--- src/hdl/stepper_pulse_generator_with_ramp_assert.svh ---
// Assertion macros for the stepper pulse generator.
// Included by the top level; holds nothing but macro definitions.
`ifndef STEPPER_PULSE_GENERATOR_WITH_RAMP_ASSERT_SVH
`define STEPPER_PULSE_GENERATOR_WITH_RAMP_ASSERT_SVH
`ifndef SYNTHESIS
// Same-cycle implication
`define SPGR_ASSERT_IMP(lbl, clk_s, rst_s, pre, post) \
    lbl: assert property (@(posedge clk_s) disable iff (!rst_s) (pre) |-> (post)) \
        else $error("same-cycle implication failed");
// Next-cycle implication
`define SPGR_ASSERT_NXT(lbl, clk_s, rst_s, pre, post) \
    lbl: assert property (@(posedge clk_s) disable iff (!rst_s) (pre) |=> (post)) \
        else $error("next-cycle implication failed");
`else
`define SPGR_ASSERT_IMP(lbl, clk_s, rst_s, pre, post)
`define SPGR_ASSERT_NXT(lbl, clk_s, rst_s, pre, post)
`endif
`endif

--- src/hdl/spgr_pkg.sv ---
// Shared types and constants of the stepper pulse generator.
// No dependencies; used by spgr_ramp and the top level.
package spgr_pkg;

    // Field widths
    localparam int HP_BITS       = 20;
    localparam int RAMP_BITS     = 16;
    localparam int STEP_BITS     = 31;
    localparam int POS_OUT_BITS  = 32;
    localparam int CNT_BITS      = $clog2(HP_BITS);
    localparam int IN_DATA_BITS  = 40;
    localparam int OUT_DATA_BITS = 88;
    localparam int FUNC_BITS     = 2;
    localparam int ADDR_BITS     = 4;
    localparam int APB_BITS      = 32;

    // Register reset values
    localparam logic [HP_BITS-1:0]   CRUISE_RST = 20'd250;
    localparam logic [HP_BITS-1:0]   START_RST  = 20'd2000;
    localparam logic [RAMP_BITS-1:0] RAMP_RST   = 16'd400;

    localparam logic [STEP_BITS-1:0] STEP_MAX = {STEP_BITS{1'b1}};

    // Item functions
    localparam logic [FUNC_BITS-1:0] FUNC_TICK    = 2'd0;
    localparam logic [FUNC_BITS-1:0] FUNC_RESTART = 2'd1;
    localparam logic [FUNC_BITS-1:0] FUNC_LOAD    = 2'd2;

    // Register indexes (word address)
    localparam logic [1:0] REG_CRUISE = 2'd0;
    localparam logic [1:0] REG_START  = 2'd1;
    localparam logic [1:0] REG_RAMP   = 2'd2;

    // Status of the ramp unit
    typedef struct packed {
        logic busy;
        logic done;
    } ramp_stat_t;

endpackage

--- src/hdl/stepper_pulse_generator_with_ramp.sv ---
// Stepper step-pulse generator with linear speed ramp; uses spgr_pkg and spgr_ramp.
// A result follows each input beat once the half period is recomputed: directly if cruise
// applies, else by load, bit-serial multiply (16 bits), bit-serial divide (20 bits), finish,
// plus any m_tready stall. One item at a time: no beat is accepted until its result is out;
// a register write blocks input for its recompute. rst_n clears control and generator state
// asynchronously; registers return to cruise 250, start 2000, ramp 400.
`include "stepper_pulse_generator_with_ramp_assert.svh"
module stepper_pulse_generator_with_ramp import spgr_pkg::*;
#(
    parameter int TIME_BITS     = 20,
    parameter int POSITION_BITS = 32
)
(
    input  logic                     clk,
    input  logic                     rst_n,
    input  logic                     s_tvalid,
    output logic                     s_tready,
    // [0] run, [1] direction_down, [33:2] position_value, [39:34] zero
    input  logic [IN_DATA_BITS-1:0]  s_tdata,
    // [1:0] func
    input  logic [FUNC_BITS-1:0]     s_tuser,
    output logic                     m_tvalid,
    input  logic                     m_tready,
    // [0] step_level, [1] step_edge, [33:2] position, [64:34] steps_done,
    // [84:65] half_period_now, [87:85] zero
    output logic [OUT_DATA_BITS-1:0] m_tdata,
    input  logic                     psel,
    input  logic                     penable,
    input  logic                     pwrite,
    input  logic [ADDR_BITS-1:0]     paddr,
    input  logic [APB_BITS-1:0]      pwdata,
    output logic [APB_BITS-1:0]      prdata,
    output logic                     pready
);

    typedef enum logic [2:0] {
        S_IDLE = 3'b001,
        S_CALC = 3'b010,
        S_HOLD = 3'b100
    } ctrl_state_t;

    localparam int CMP_BITS = (TIME_BITS > HP_BITS) ? TIME_BITS : HP_BITS;

    ctrl_state_t               state_reg, state_next;
    logic [HP_BITS-1:0]        cruise_reg, start_reg;
    logic [RAMP_BITS-1:0]      ramp_reg;
    logic                      level_reg, level_next;
    logic                      edge_reg, edge_next;
    logic [STEP_BITS-1:0]      steps_reg, steps_next;
    logic [POSITION_BITS-1:0]  position_reg, position_next;
    logic [TIME_BITS-1:0]      elapsed_reg, elapsed_next;
    logic [HP_BITS-1:0]        hp_reg, hp_next;
    logic                      go_reg;
    logic                      m_tvalid_reg, m_tvalid_next;
    logic [OUT_DATA_BITS-1:0]  m_tdata_reg;

    logic                      cfg_wr;
    logic [1:0]                cfg_idx;
    logic                      in_accept;
    logic                      in_run;
    logic                      in_down;
    logic signed [31:0]        in_pos;
    logic [TIME_BITS-1:0]      elapsed_inc;
    logic                      hit;
    logic                      slot_free;
    logic                      out_load;
    logic [HP_BITS-1:0]        hp_out;
    logic [HP_BITS-1:0]        ramp_hp;
    ramp_stat_t                ramp_stat;

    // Configuration port
    assign pready  = 1'b1;
    assign cfg_wr  = psel && penable && pwrite;
    assign cfg_idx = paddr[3:2];

    always_comb
    begin
        case (cfg_idx)
            REG_CRUISE: prdata = APB_BITS'(cruise_reg);
            REG_START:  prdata = APB_BITS'(start_reg);
            REG_RAMP:   prdata = APB_BITS'(ramp_reg);
            default:    prdata = '0;
        endcase
    end

    always_ff @(posedge clk or negedge rst_n)
    begin
        if (!rst_n)
        begin
            cruise_reg <= CRUISE_RST;
            start_reg  <= START_RST;
            ramp_reg   <= RAMP_RST;
        end
        else if (cfg_wr)
        begin
            case (cfg_idx)
                REG_CRUISE: cruise_reg <= pwdata[HP_BITS-1:0];
                REG_START:  start_reg  <= pwdata[HP_BITS-1:0];
                REG_RAMP:   ramp_reg   <= pwdata[RAMP_BITS-1:0];
                default:    ;
            endcase
        end
    end

    // Input beat fields
    assign in_run    = s_tdata[0];
    assign in_down   = s_tdata[1];
    assign in_pos    = s_tdata[33:2];
    assign s_tready  = (state_reg == S_IDLE) && !go_reg && !ramp_stat.busy;
    assign in_accept = s_tvalid && s_tready;

    // Tick timing against the half period in force
    assign elapsed_inc = (elapsed_reg == '1) ? elapsed_reg : elapsed_reg + 1'b1;
    assign hit = in_run && (CMP_BITS'(elapsed_inc) >= CMP_BITS'(hp_reg));

    // Apply one item to the generator state
    always_comb
    begin
        level_next    = level_reg;
        edge_next     = edge_reg;
        steps_next    = steps_reg;
        position_next = position_reg;
        elapsed_next  = elapsed_reg;
        if (in_accept)
        begin
            edge_next = 1'b0;
            case (s_tuser)
                FUNC_TICK:
                begin
                    elapsed_next = elapsed_inc;
                    if (hit)
                    begin
                        elapsed_next = '0;
                        level_next   = !level_reg;
                        if (!level_reg)
                        begin
                            edge_next = 1'b1;
                            if (steps_reg != STEP_MAX)
                            begin
                                steps_next = steps_reg + 1'b1;
                            end
                            position_next = in_down ? position_reg - 1'b1
                                                    : position_reg + 1'b1;
                        end
                    end
                end
                FUNC_RESTART:
                begin
                    steps_next = '0;
                end
                FUNC_LOAD:
                begin
                    position_next = POSITION_BITS'(in_pos);
                end
                default:
                begin
                    edge_next = 1'b0;
                end
            endcase
        end
    end

    // Recompute the half period after every item and register write
    spgr_ramp u_ramp
    (
        .clk         (clk),
        .rst_n       (rst_n),
        .go          (go_reg),
        .cruise      (cruise_reg),
        .start       (start_reg),
        .ramp_steps  (ramp_reg),
        .count       (steps_reg),
        .half_period (ramp_hp),
        .stat        (ramp_stat)
    );

    assign hp_next = ramp_stat.done ? ramp_hp : hp_reg;

    // Hand the result to the output register
    assign slot_free = !m_tvalid_reg || m_tready;
    assign out_load  = ((state_reg == S_CALC) && ramp_stat.done && slot_free)
                    || ((state_reg == S_HOLD) && slot_free);
    assign hp_out    = (state_reg == S_CALC) ? ramp_hp : hp_reg;

    always_comb
    begin
        state_next = state_reg;
        case (state_reg)
            S_IDLE:
            begin
                if (in_accept)
                begin
                    state_next = S_CALC;
                end
            end
            S_CALC:
            begin
                if (ramp_stat.done)
                begin
                    state_next = slot_free ? S_IDLE : S_HOLD;
                end
            end
            S_HOLD:
            begin
                if (slot_free)
                begin
                    state_next = S_IDLE;
                end
            end
            default:
            begin
                state_next = S_IDLE;
            end
        endcase
    end

    always_comb
    begin
        if (out_load)
        begin
            m_tvalid_next = 1'b1;
        end
        else if (m_tready)
        begin
            m_tvalid_next = 1'b0;
        end
        else
        begin
            m_tvalid_next = m_tvalid_reg;
        end
    end

    // Control and generator state
    always_ff @(posedge clk or negedge rst_n)
    begin
        if (!rst_n)
        begin
            state_reg    <= S_IDLE;
            level_reg    <= 1'b0;
            edge_reg     <= 1'b0;
            steps_reg    <= '0;
            position_reg <= '0;
            elapsed_reg  <= '0;
            hp_reg       <= START_RST;
            go_reg       <= 1'b0;
            m_tvalid_reg <= 1'b0;
        end
        else
        begin
            state_reg    <= state_next;
            level_reg    <= level_next;
            edge_reg     <= edge_next;
            steps_reg    <= steps_next;
            position_reg <= position_next;
            elapsed_reg  <= elapsed_next;
            hp_reg       <= hp_next;
            go_reg       <= in_accept || cfg_wr;
            m_tvalid_reg <= m_tvalid_next;
        end
    end

    // Result beat payload
    always_ff @(posedge clk)
    begin
        if (out_load)
        begin
            m_tdata_reg <= OUT_DATA_BITS'({hp_out, steps_reg,
                                           POS_OUT_BITS'(position_reg),
                                           edge_reg, level_reg});
        end
    end

    assign m_tvalid = m_tvalid_reg;
    assign m_tdata  = m_tdata_reg;

    // Checks
    `SPGR_ASSERT_NXT(a_one_item, clk, rst_n, s_tvalid && s_tready, !s_tready)
    `SPGR_ASSERT_IMP(a_hp_range, clk, rst_n, ramp_stat.done && !go_reg && (cruise_reg < start_reg), (ramp_hp >= cruise_reg) && (ramp_hp <= start_reg))
    `SPGR_ASSERT_IMP(a_edge_high, clk, rst_n, m_tvalid && m_tdata[1], m_tdata[0])

endmodule

--- src/hdl/spgr_ramp.sv ---
// Ramp half-period unit: bit-serial multiply then bit-serial restoring divide.
// Depends on spgr_pkg.
module spgr_ramp import spgr_pkg::*;
(
    input  logic                 clk,
    input  logic                 rst_n,
    input  logic                 go,
    input  logic [HP_BITS-1:0]   cruise,
    input  logic [HP_BITS-1:0]   start,
    input  logic [RAMP_BITS-1:0] ramp_steps,
    input  logic [STEP_BITS-1:0] count,
    output logic [HP_BITS-1:0]   half_period,
    output ramp_stat_t           stat
);

    typedef enum logic [3:0] {
        R_IDLE = 4'b0001,
        R_MUL  = 4'b0010,
        R_DIV  = 4'b0100,
        R_FIN  = 4'b1000
    } ramp_state_t;

    localparam int PROD_BITS = HP_BITS + RAMP_BITS;

    ramp_state_t             state_reg, state_next;
    logic [CNT_BITS-1:0]     bit_cnt_reg, bit_cnt_next;
    logic [HP_BITS-1:0]      diff_reg, diff_next;
    logic [HP_BITS-1:0]      st_reg, st_next;
    logic [HP_BITS-1:0]      hi_reg, hi_next;
    logic [RAMP_BITS-1:0]    lo_reg, lo_next;
    logic [RAMP_BITS-1:0]    rem_reg, rem_next;
    logic [HP_BITS-1:0]      num_reg, num_next;

    logic                    fast;
    logic [HP_BITS:0]        mac_sum;
    logic [PROD_BITS-1:0]    prod;
    logic [RAMP_BITS:0]      trial;
    logic [RAMP_BITS:0]      trial_diff;
    logic                    fits;

    // Cruise directly when not faster or when the ramp is over
    assign fast = (cruise >= start) || (count >= STEP_BITS'(ramp_steps));

    // One multiplier bit per cycle: add, then shift product right
    assign mac_sum = {1'b0, hi_reg} + (lo_reg[0] ? {1'b0, diff_reg} : '0);
    assign prod    = {mac_sum, lo_reg[RAMP_BITS-1:1]};

    // One quotient bit per cycle
    assign trial      = {rem_reg, num_reg[HP_BITS-1]};
    assign fits       = trial >= {1'b0, ramp_steps};
    assign trial_diff = trial - {1'b0, ramp_steps};

    assign half_period = st_reg - num_reg;
    assign stat.busy   = state_reg != R_IDLE;
    assign stat.done   = state_reg == R_FIN;

    // Sequence multiply and divide
    always_comb
    begin
        state_next   = state_reg;
        bit_cnt_next = bit_cnt_reg;
        diff_next    = diff_reg;
        st_next      = st_reg;
        hi_next      = hi_reg;
        lo_next      = lo_reg;
        rem_next     = rem_reg;
        num_next     = num_reg;
        if (go)
        begin
            if (fast)
            begin
                st_next    = cruise;
                num_next   = '0;
                state_next = R_FIN;
            end
            else
            begin
                diff_next    = start - cruise;
                st_next      = start;
                hi_next      = '0;
                lo_next      = count[RAMP_BITS-1:0];
                bit_cnt_next = CNT_BITS'(RAMP_BITS - 1);
                state_next   = R_MUL;
            end
        end
        else
        begin
            case (state_reg)
                R_MUL:
                begin
                    hi_next      = prod[PROD_BITS-1:RAMP_BITS];
                    lo_next      = prod[RAMP_BITS-1:0];
                    bit_cnt_next = bit_cnt_reg - 1'b1;
                    if (bit_cnt_reg == '0)
                    begin
                        // Top bits of the product already lie below the divisor
                        rem_next     = prod[PROD_BITS-1:HP_BITS];
                        num_next     = prod[HP_BITS-1:0];
                        bit_cnt_next = CNT_BITS'(HP_BITS - 1);
                        state_next   = R_DIV;
                    end
                end
                R_DIV:
                begin
                    rem_next     = fits ? trial_diff[RAMP_BITS-1:0] : trial[RAMP_BITS-1:0];
                    num_next     = {num_reg[HP_BITS-2:0], fits};
                    bit_cnt_next = bit_cnt_reg - 1'b1;
                    if (bit_cnt_reg == '0)
                    begin
                        state_next = R_FIN;
                    end
                end
                R_FIN:
                begin
                    state_next = R_IDLE;
                end
                R_IDLE:
                begin
                    state_next = R_IDLE;
                end
                default:
                begin
                    state_next = R_IDLE;
                end
            endcase
        end
    end

    // Control state
    always_ff @(posedge clk or negedge rst_n)
    begin
        if (!rst_n)
        begin
            state_reg <= R_IDLE;
        end
        else
        begin
            state_reg <= state_next;
        end
    end

    // Datapath shift registers
    always_ff @(posedge clk)
    begin
        bit_cnt_reg <= bit_cnt_next;
        diff_reg    <= diff_next;
        st_reg      <= st_next;
        hi_reg      <= hi_next;
        lo_reg      <= lo_next;
        rem_reg     <= rem_next;
        num_reg     <= num_next;
    end

endmodule
--- config.mk ---
export PLATFORM = sky130hd
export DESIGN_NAME = stepper_pulse_generator_with_ramp
export DESIGN_NICKNAME = d
export VERILOG_FILES = /design/src/hdl/spgr_pkg.sv /design/src/hdl/stepper_pulse_generator_with_ramp.sv /design/src/hdl/spgr_ramp.sv
export VERILOG_INCLUDE_DIRS = /design/src /design/src/hdl
export SDC_FILE = /design/constraint.sdc
export NUM_CORES = 1
export LEC_CHECK = 0
export BUFFER_PORTS_ARGS = -buffer_cell sky130_fd_sc_hd__buf_2
export CORE_AREA = 2 2 147 257
export DETAILED_ROUTE_END_ITERATION = 10
export DIE_AREA = 0 0 149 259
export PLACE_DENSITY = 0.8
export RECOVER_POWER = 100
export SYNTH_ARGS = -nofsm -noshare
export SYNTH_HDL_FRONTEND = slang
export SYNTH_SLANG_ARGS = --single-unit
--- constraint.sdc ---
create_clock -name clk -period 6.73 [get_ports clk]
set_clock_uncertainty 0.1 [all_clocks]
set_input_delay 0.673 -clock clk [delete_from_list [all_inputs] [get_ports clk]]
set_output_delay 0.673 -clock clk [all_outputs]
set_load 0.01 [all_outputs]
==> results of run 1 <==
layout by cell type (no fill, tap or decap), types with 38 or more instances in the layout:
master     netlist  routed
ha_1           144     144
nand3_1         43      43
nand2_1        236     237
o21ai_0        187     213
a21o_1          48      48
buf_2            2      63
xor2_1          38      38
inv_1          120     120
mux2i_1         41      41
nor2_1         149     149
clkbuf_16        0      39
clkbuf_1        65     130
a21oi_1        124     124
xnor2_1         62      62
mux2_2          67      60
edfxtp_1       202     202
dfrtp_1        147     146
worst max-delay path, stage by stage (launching register included):
cell and delay [ns]:
dfstp_1 0.40, or4b_1 1.05, nor3b_1 0.37, o21ai_0 0.18, nor2_1 1.78, clkbuf_2 1.37
layer usage:
| layer | GRT usage (%) | wire (µm) | vias up |
|---|---|---|---|
| met5 | 0 | 0 | - |
| met4 | 23.9 | 5380 | 0 |
| met3 | 3.60 | 3130 | 251 |
| met2 | 55.0 | 30600 | 738 |
| met1 | 30.3 | 19300 | 8400 |
| li1 | - | - | 8034 |
worst max-delay path by stage:
stage                              from          endpoint  slack, ns  depth (start not counted)
floorplan                 cruise_reg[0]  u_ramp.hi_reg[0]       0.87                         12
global route        u_ramp.state_reg[1]       m_tdata[40]       0.48                          5
global placement         elapsed_reg[0]   position_reg[0]       1.39                         17
finish              u_ramp.state_reg[0]       m_tdata[47]        1.0                          5
detailed placement       elapsed_reg[0]   position_reg[0]       1.34                         17
CTS                      elapsed_reg[0]   position_reg[0]       1.28                         17
kinds of logic (layout without fill, tap and decap cells):
| group | Yosys count | count (layout) | share of synthesized area [%] |
|---|---|---|---|
| DFF | 372 | 372 | 47.6 |
| other | 2 | 16 | 0.0346 |
| xor gates and xnor gates | 100 | 100 | 4.03 |
| buffers and inverters | 211 | 382 | 4.00 |
| adders and majority gates | 149 | 149 | 8.76 |
| and+or+nand+nor | 656 | 656 | 14.4 |
| AOI/OAI and AO/OA | 544 | 544 | 15.1 |
| muxes | 121 | 121 | 6.04 |
power groups by stage:
stage | Combinational [mW] | Sequential, mW | Clock (mW)
2_1_floorplan | 2.87 | 3.38 | 0
3_3_place_gp | 3.67 | 3.47 | 0
3_5_place_dp | 3.85 | 3.50 | 0
4_1_cts | 3.90 | 3.46 | 2.16
5_1_grt | 4.32 | 3.53 | 2.23
6_report | 3.93 | 3.48 | 2.14
layout make-up:
type / instances / area, µm² / area share, %
clock buffer: 54 / 1040 / 4.34
clock inverter: 16 / 195 / 0.812
inverter: 120 / 450 / 1.87
multi-input combinational: 1586 / 10600 / 43.9
sequential: 372 / 10300 / 43.1
tap: 475 / 594 / 2.47
timing repair buffer: 192 / 841 / 3.50
==> results.ini, run 1 <==
[cells_and_area]
postLayoutCellArea_um2=24000
largest_reg_flops=85
fin_nets=2544
post_route_cells_drive_above_1_share_pct=9.96
syn2layout_area_growth_pct=10.7
stdcell_count=2815
post-route-util_pct=65.8
antenna_cells=0
fillers=2830

[drt]
vias=17400
antenna_left=0
drt_wl_total_um=58400
detail_route.wl_per_cell_um=20.7
first_pass_iters=5
remaining_drc_errors=0
drt_iter0_drc=1298
viasPerCell=6.19

[timing]
relSlewSlack_pct=-148
finalSetupViolCount=0
tightest_slew_ns=3.72
hold_viol=0
period_share_pct=85.1
fin_crit_ns=5.73
finalWorstSetupSlack_ns=1.00
rsz0062_at_grt=no
timing.hold.ws_ns=0.237
slew_viol_final=400
tns_ns=0
max_freq_ghz=0.175

[power_and_ir_drop]
leakagePower_nw=10.3
power_switching_mw=3.64
combPwrFrac_pct=41.2
p_clk_share_pct=22.4
power_density_nw_per_um2=397
ir_worst_vdd_uv=288
p_sw_share_pct=38.1
power_mw=9.54
internal_power_mw=5.90
p_seq_share_pct=36.4

[clock_tree]
cts_tree=yes
cts_max_level=2
clockRootBuffer=clkbuf_16
path_clk_slew_ns=0.06
cts-hold-fix-buffers=0
post_cts_buffers=0
cts_sinks=372
clock_latency_ns=0.56
ctsResizeCount=0
cts_made_buffers=38
cts_buffer_depth=3

[synthesis]
synth_cell_types=76
synth_area_leaders=edfxtp_1 28%, dfrtp_1 17%, ha_1 8.3%, o21ai_0 4.3%, nand2_1 4.1%
yosysSeqAreaShare_pct=47.6
synth_flop_cell=edfxtp_1
avgSynthCellArea_um2=10.1
yosysMostFrequentCell=nand2_1
synth_top_cell_by_area=edfxtp_1
synth_seq_cells=372
synth_cells=2155
synthArstFlopShare_pct=45.7
ys_warn_count=0
netlist_area_um2=21700
netlist.area_leader.share_pct=27.9
synth_common_cells=236 x nand2_1, 202 x edfxtp_1, 187 x o21ai_0
synth_edf_count=202

[die]
die_h_um=259
die_w_um=149
num_io_pins=208
rows=93
core-area_um2=36500
die_area_um2=38600
start_util_pct=59.4

[global_routing]
grt_pass1_wl_um=91000
antenna_found_initial=0
grt.total_usage_pct=30.0
grt_pass1_vias=17700
grt_overflow=0
grt_max_degree=77

[critical_path]
worstSetupPathType=flop to flop
r2r_slack_ns=1.0
cp.required_ns=6.76
worstPathArrival_ns=5.76
r2r_cells=5
worstReg2RegEnd=m_tdata[47]
endpoint_kind=flop
start_kind=flop
r2r_start=u_ramp.state_reg[0]
cp_max_fo=59

[place]
dpl_cell_area_um2=23000
dp.cells=2745
gp_congestion=0.935
post-place-ws_ns=1.34
port_buffers=171
dp_hpwl_um=42700

[hold_path]
hold_start=pwdata[16]
hold_depth=3
worstHoldEndpoint=cruise_reg[16]
hold_path.class=input pin to flop

[outcome]
violations=max-capacitance violations, max-slew violations
outcome=finished, violations left

[run]
drv_cap=8

Note: power is estimated with default switching activity, not from simulation.
==> run 2: changes to the inputs <==
- CORE_AREA: 2 2 147 257 -> 2 2 145 253
- CTS_BUF_LIST: not set -> sky130_fd_sc_hd__clkbuf_4 sky130_fd_sc_hd__clkbuf_8
- DIE_AREA: 0 0 149 259 -> 0 0 147 255
- PLACE_DENSITY: 0.8 -> 0.82
==> run 2 against run 1 <==
Against the previous run: the run still ends with max-capacitance violations, max-slew violations left; largest cell class unchanged; core utilization is 1.7 points higher; via count shrank 1.2%; first-iteration DRC count down 19%; non-clock buffer count stayed put.
==> results.ini, run 2 (synthesis results as in run 1) <==
[outcome]
outcome=finished, violations left
violations=max-capacitance violations, max-slew violations

[cells_and_area]
syn2layout_area_growth_pct=10.9
fin_nets=2562
seq_area_um2=10300
stdcell_count=2846
largest_reg_flops=85
multi_input_area_um2=10600
post_route_cells_drive_above_1_share_pct=11.2
final_cell_mix=236 x nand2_1, 213 x o21ai_0, 202 x edfxtp_1, 148 x nor2_1, 146 x dfrtp_1
final_common_cell=nand2_1
postLayoutCellArea_um2=24100
fillers=2801

[clock_tree]
cts-hold-fix-buffers=0
post_cts_buffers=0
cts_max_level=2
cts_sinks=372
clock_latency_ns=0.65
cts_made_buffers=56
ctsResizeCount=0
clockRootBuffer=clkbuf_8
cts_buffer_depth=3
path_clk_slew_ns=0.07
cts_tree=yes

[drt]
first_pass_iters=5
vias=17200
detail_route.wl_per_cell_um=20.0
antenna_left=0
drt_iter0_drc=1053
drt_wl_total_um=56900
remaining_drc_errors=0
viasPerCell=6.05

[timing]
period_share_pct=86.7
finalWorstSetupSlack_ns=0.893
tightest_slew_ns=3.70
hold_viol=0
relSlewSlack_pct=-147
finalSetupViolCount=0
rsz0062_at_grt=no
tns_ns=0
max_freq_ghz=0.171
fin_crit_ns=5.84
slew_viol_final=342

[critical_path]
crit_path_frequent_cell=o21ai_0
worstPathArrival_ns=6.24
start_kind=flop
cp_num_buf_inv=2
cpPeakStageDelay_ns=0.94
critPathSlowestCell=a2111oi_0
endpoint_kind=flop
cp.required_ns=7.14
cp_cell_sequence=ha_1 > nand3_1 > nor3_1 > and3_1 > nor3b_1 > nand2b_1 > xnor2_1 > ha_1 > a21oi_1 > o21ai_0 > a2111oi_0 > a21oi_1 > o21ai_0 > clkbuf_1 > o41a_1 > buf_4 > o21ai_0 > o41ai_1
path_delay_family=compound AO/OA/AOI/OAI gates
worstSetupPathType=flop to flop
cp_max_fo=31

[die]
die_w_um=147
start_util_pct=60.9
core-area_um2=35700
die_h_um=255
die_area_um2=37500
num_io_pins=208
rows=92

[run]
drv_cap=9

[global_routing]
grt_pass1_wl_um=88600
grt_max_degree=108
grt_pass1_vias=17600
grt_overflow=0
antenna_found_initial=1
grt.total_usage_pct=30.0

[place]
dpl_cell_area_um2=23000
post-place-ws_ns=1.31
dp.cells=2740
gp_congestion=0.938
port_buffers=171
dp_hpwl_um=42100

[hold_path]
hold_path.class=input pin to async pin

[power_and_ir_drop]
leakagePower_nw=10.3
power_switching_mw=3.62
p_sw_share_pct=38.0
power_density_nw_per_um2=395
p_clk_share_pct=22.7
p_seq_share_pct=36.3
ir_worst_vdd_uv=242
combPwrFrac_pct=41.0
internal_power_mw=5.90

==> run 2: cell count changes in the layout (fill, tap and decap cells not counted), moves of 3 or more <==
cell | previous run | this run
clkbuf_1 | 130 | 121
bufinv_16 | 3 | 8
clkinv_2 | 4 | 8
clkbuf_16 | 39 | 0
buf_4 | 10 | 6
clkinvlp_4 | 1 | 4
clkbuf_8 | 1 | 64
clkbuf_4 | 0 | 8
clkinv_4 | 4 | 0
clkinv_1 | 1 | 12
==> run 2: power groups by stage <==
stage	Clock (mW)	Combinational (mW)	Sequential, mW
finish	2.16	3.90	3.45
CTS	2.19	3.90	3.45
global placement	0	3.72	3.46
floorplan	0	2.87	3.38
global route	2.28	4.31	3.50
detailed placement	0	3.86	3.49
==> run 2: worst register-to-register path: stages, from the launching register on <==
cell and delay, ns:
dfrtp_1 0.44, ha_1 0.27, nand3_1 0.14, nor3_1 0.11, and3_1 0.26, nor3b_1 0.64
nand2b_1 0.21, xnor2_1 0.22, ha_1 0.27, a21oi_1 0.15, o21ai_0 0.15, a2111oi_0 0.94
a21oi_1 0.19, o21ai_0 0.21, clkbuf_1 0.62, o41a_1 0.23, buf_4 0.28, o21ai_0 0.18
o41ai_1 0.10
==> run 2: area by class of cell <==
cell class	instances	area share, %
inverter	120	1.87
clock buffer	72	3.91
multi-input combinational	1586	43.9
tap	470	2.44
sequential	372	43.0
clock inverter	33	1.51
antenna	1	0.0104
timing repair buffer	192	3.45
==> run 2: worst paths after layout <==
check | from | to | slack [ns] | cells after the start
max in group asynchronous | rst_n | go_reg | 2.09 | 2
min in group clk | pwdata[19] | cruise_reg[19] | 0.15 | 3
hold reg to reg | edge_reg | m_tdata[1] | 0.38 | 0
setup / recovery | elapsed_reg[0] | steps_reg[22] | 0.89 | 18
setup reg to reg | elapsed_reg[0] | steps_reg[22] | 0.89 | 18
hold / removal | rst_n | hp_reg[14] | 0.11 | 1
==> run 2: per-layer routing <==
layer	vias up	GRT usage [%]	wire (µm)	share of wire (%)
met5	-	0	0	0
met4	0	23.7	4860	8.5
met3	232	3.69	2770	4.9
met2	630	56.2	29700	52
met1	8249	29.7	19500	34
li1	8096	-	-	-
==> run 2: through the flow <==
stage          hold slack (ns)  total power [mW]  util, %
3_3_place_gp             0.342              7.18     64.5
3_5_place_dp             0.366              7.35     64.5
4_1_cts                  0.121              9.53     68.1
2_1_floorplan            0.277              6.25        -
5_1_grt                  0.151              10.1     67.5
6_report                 0.113              9.52     67.5
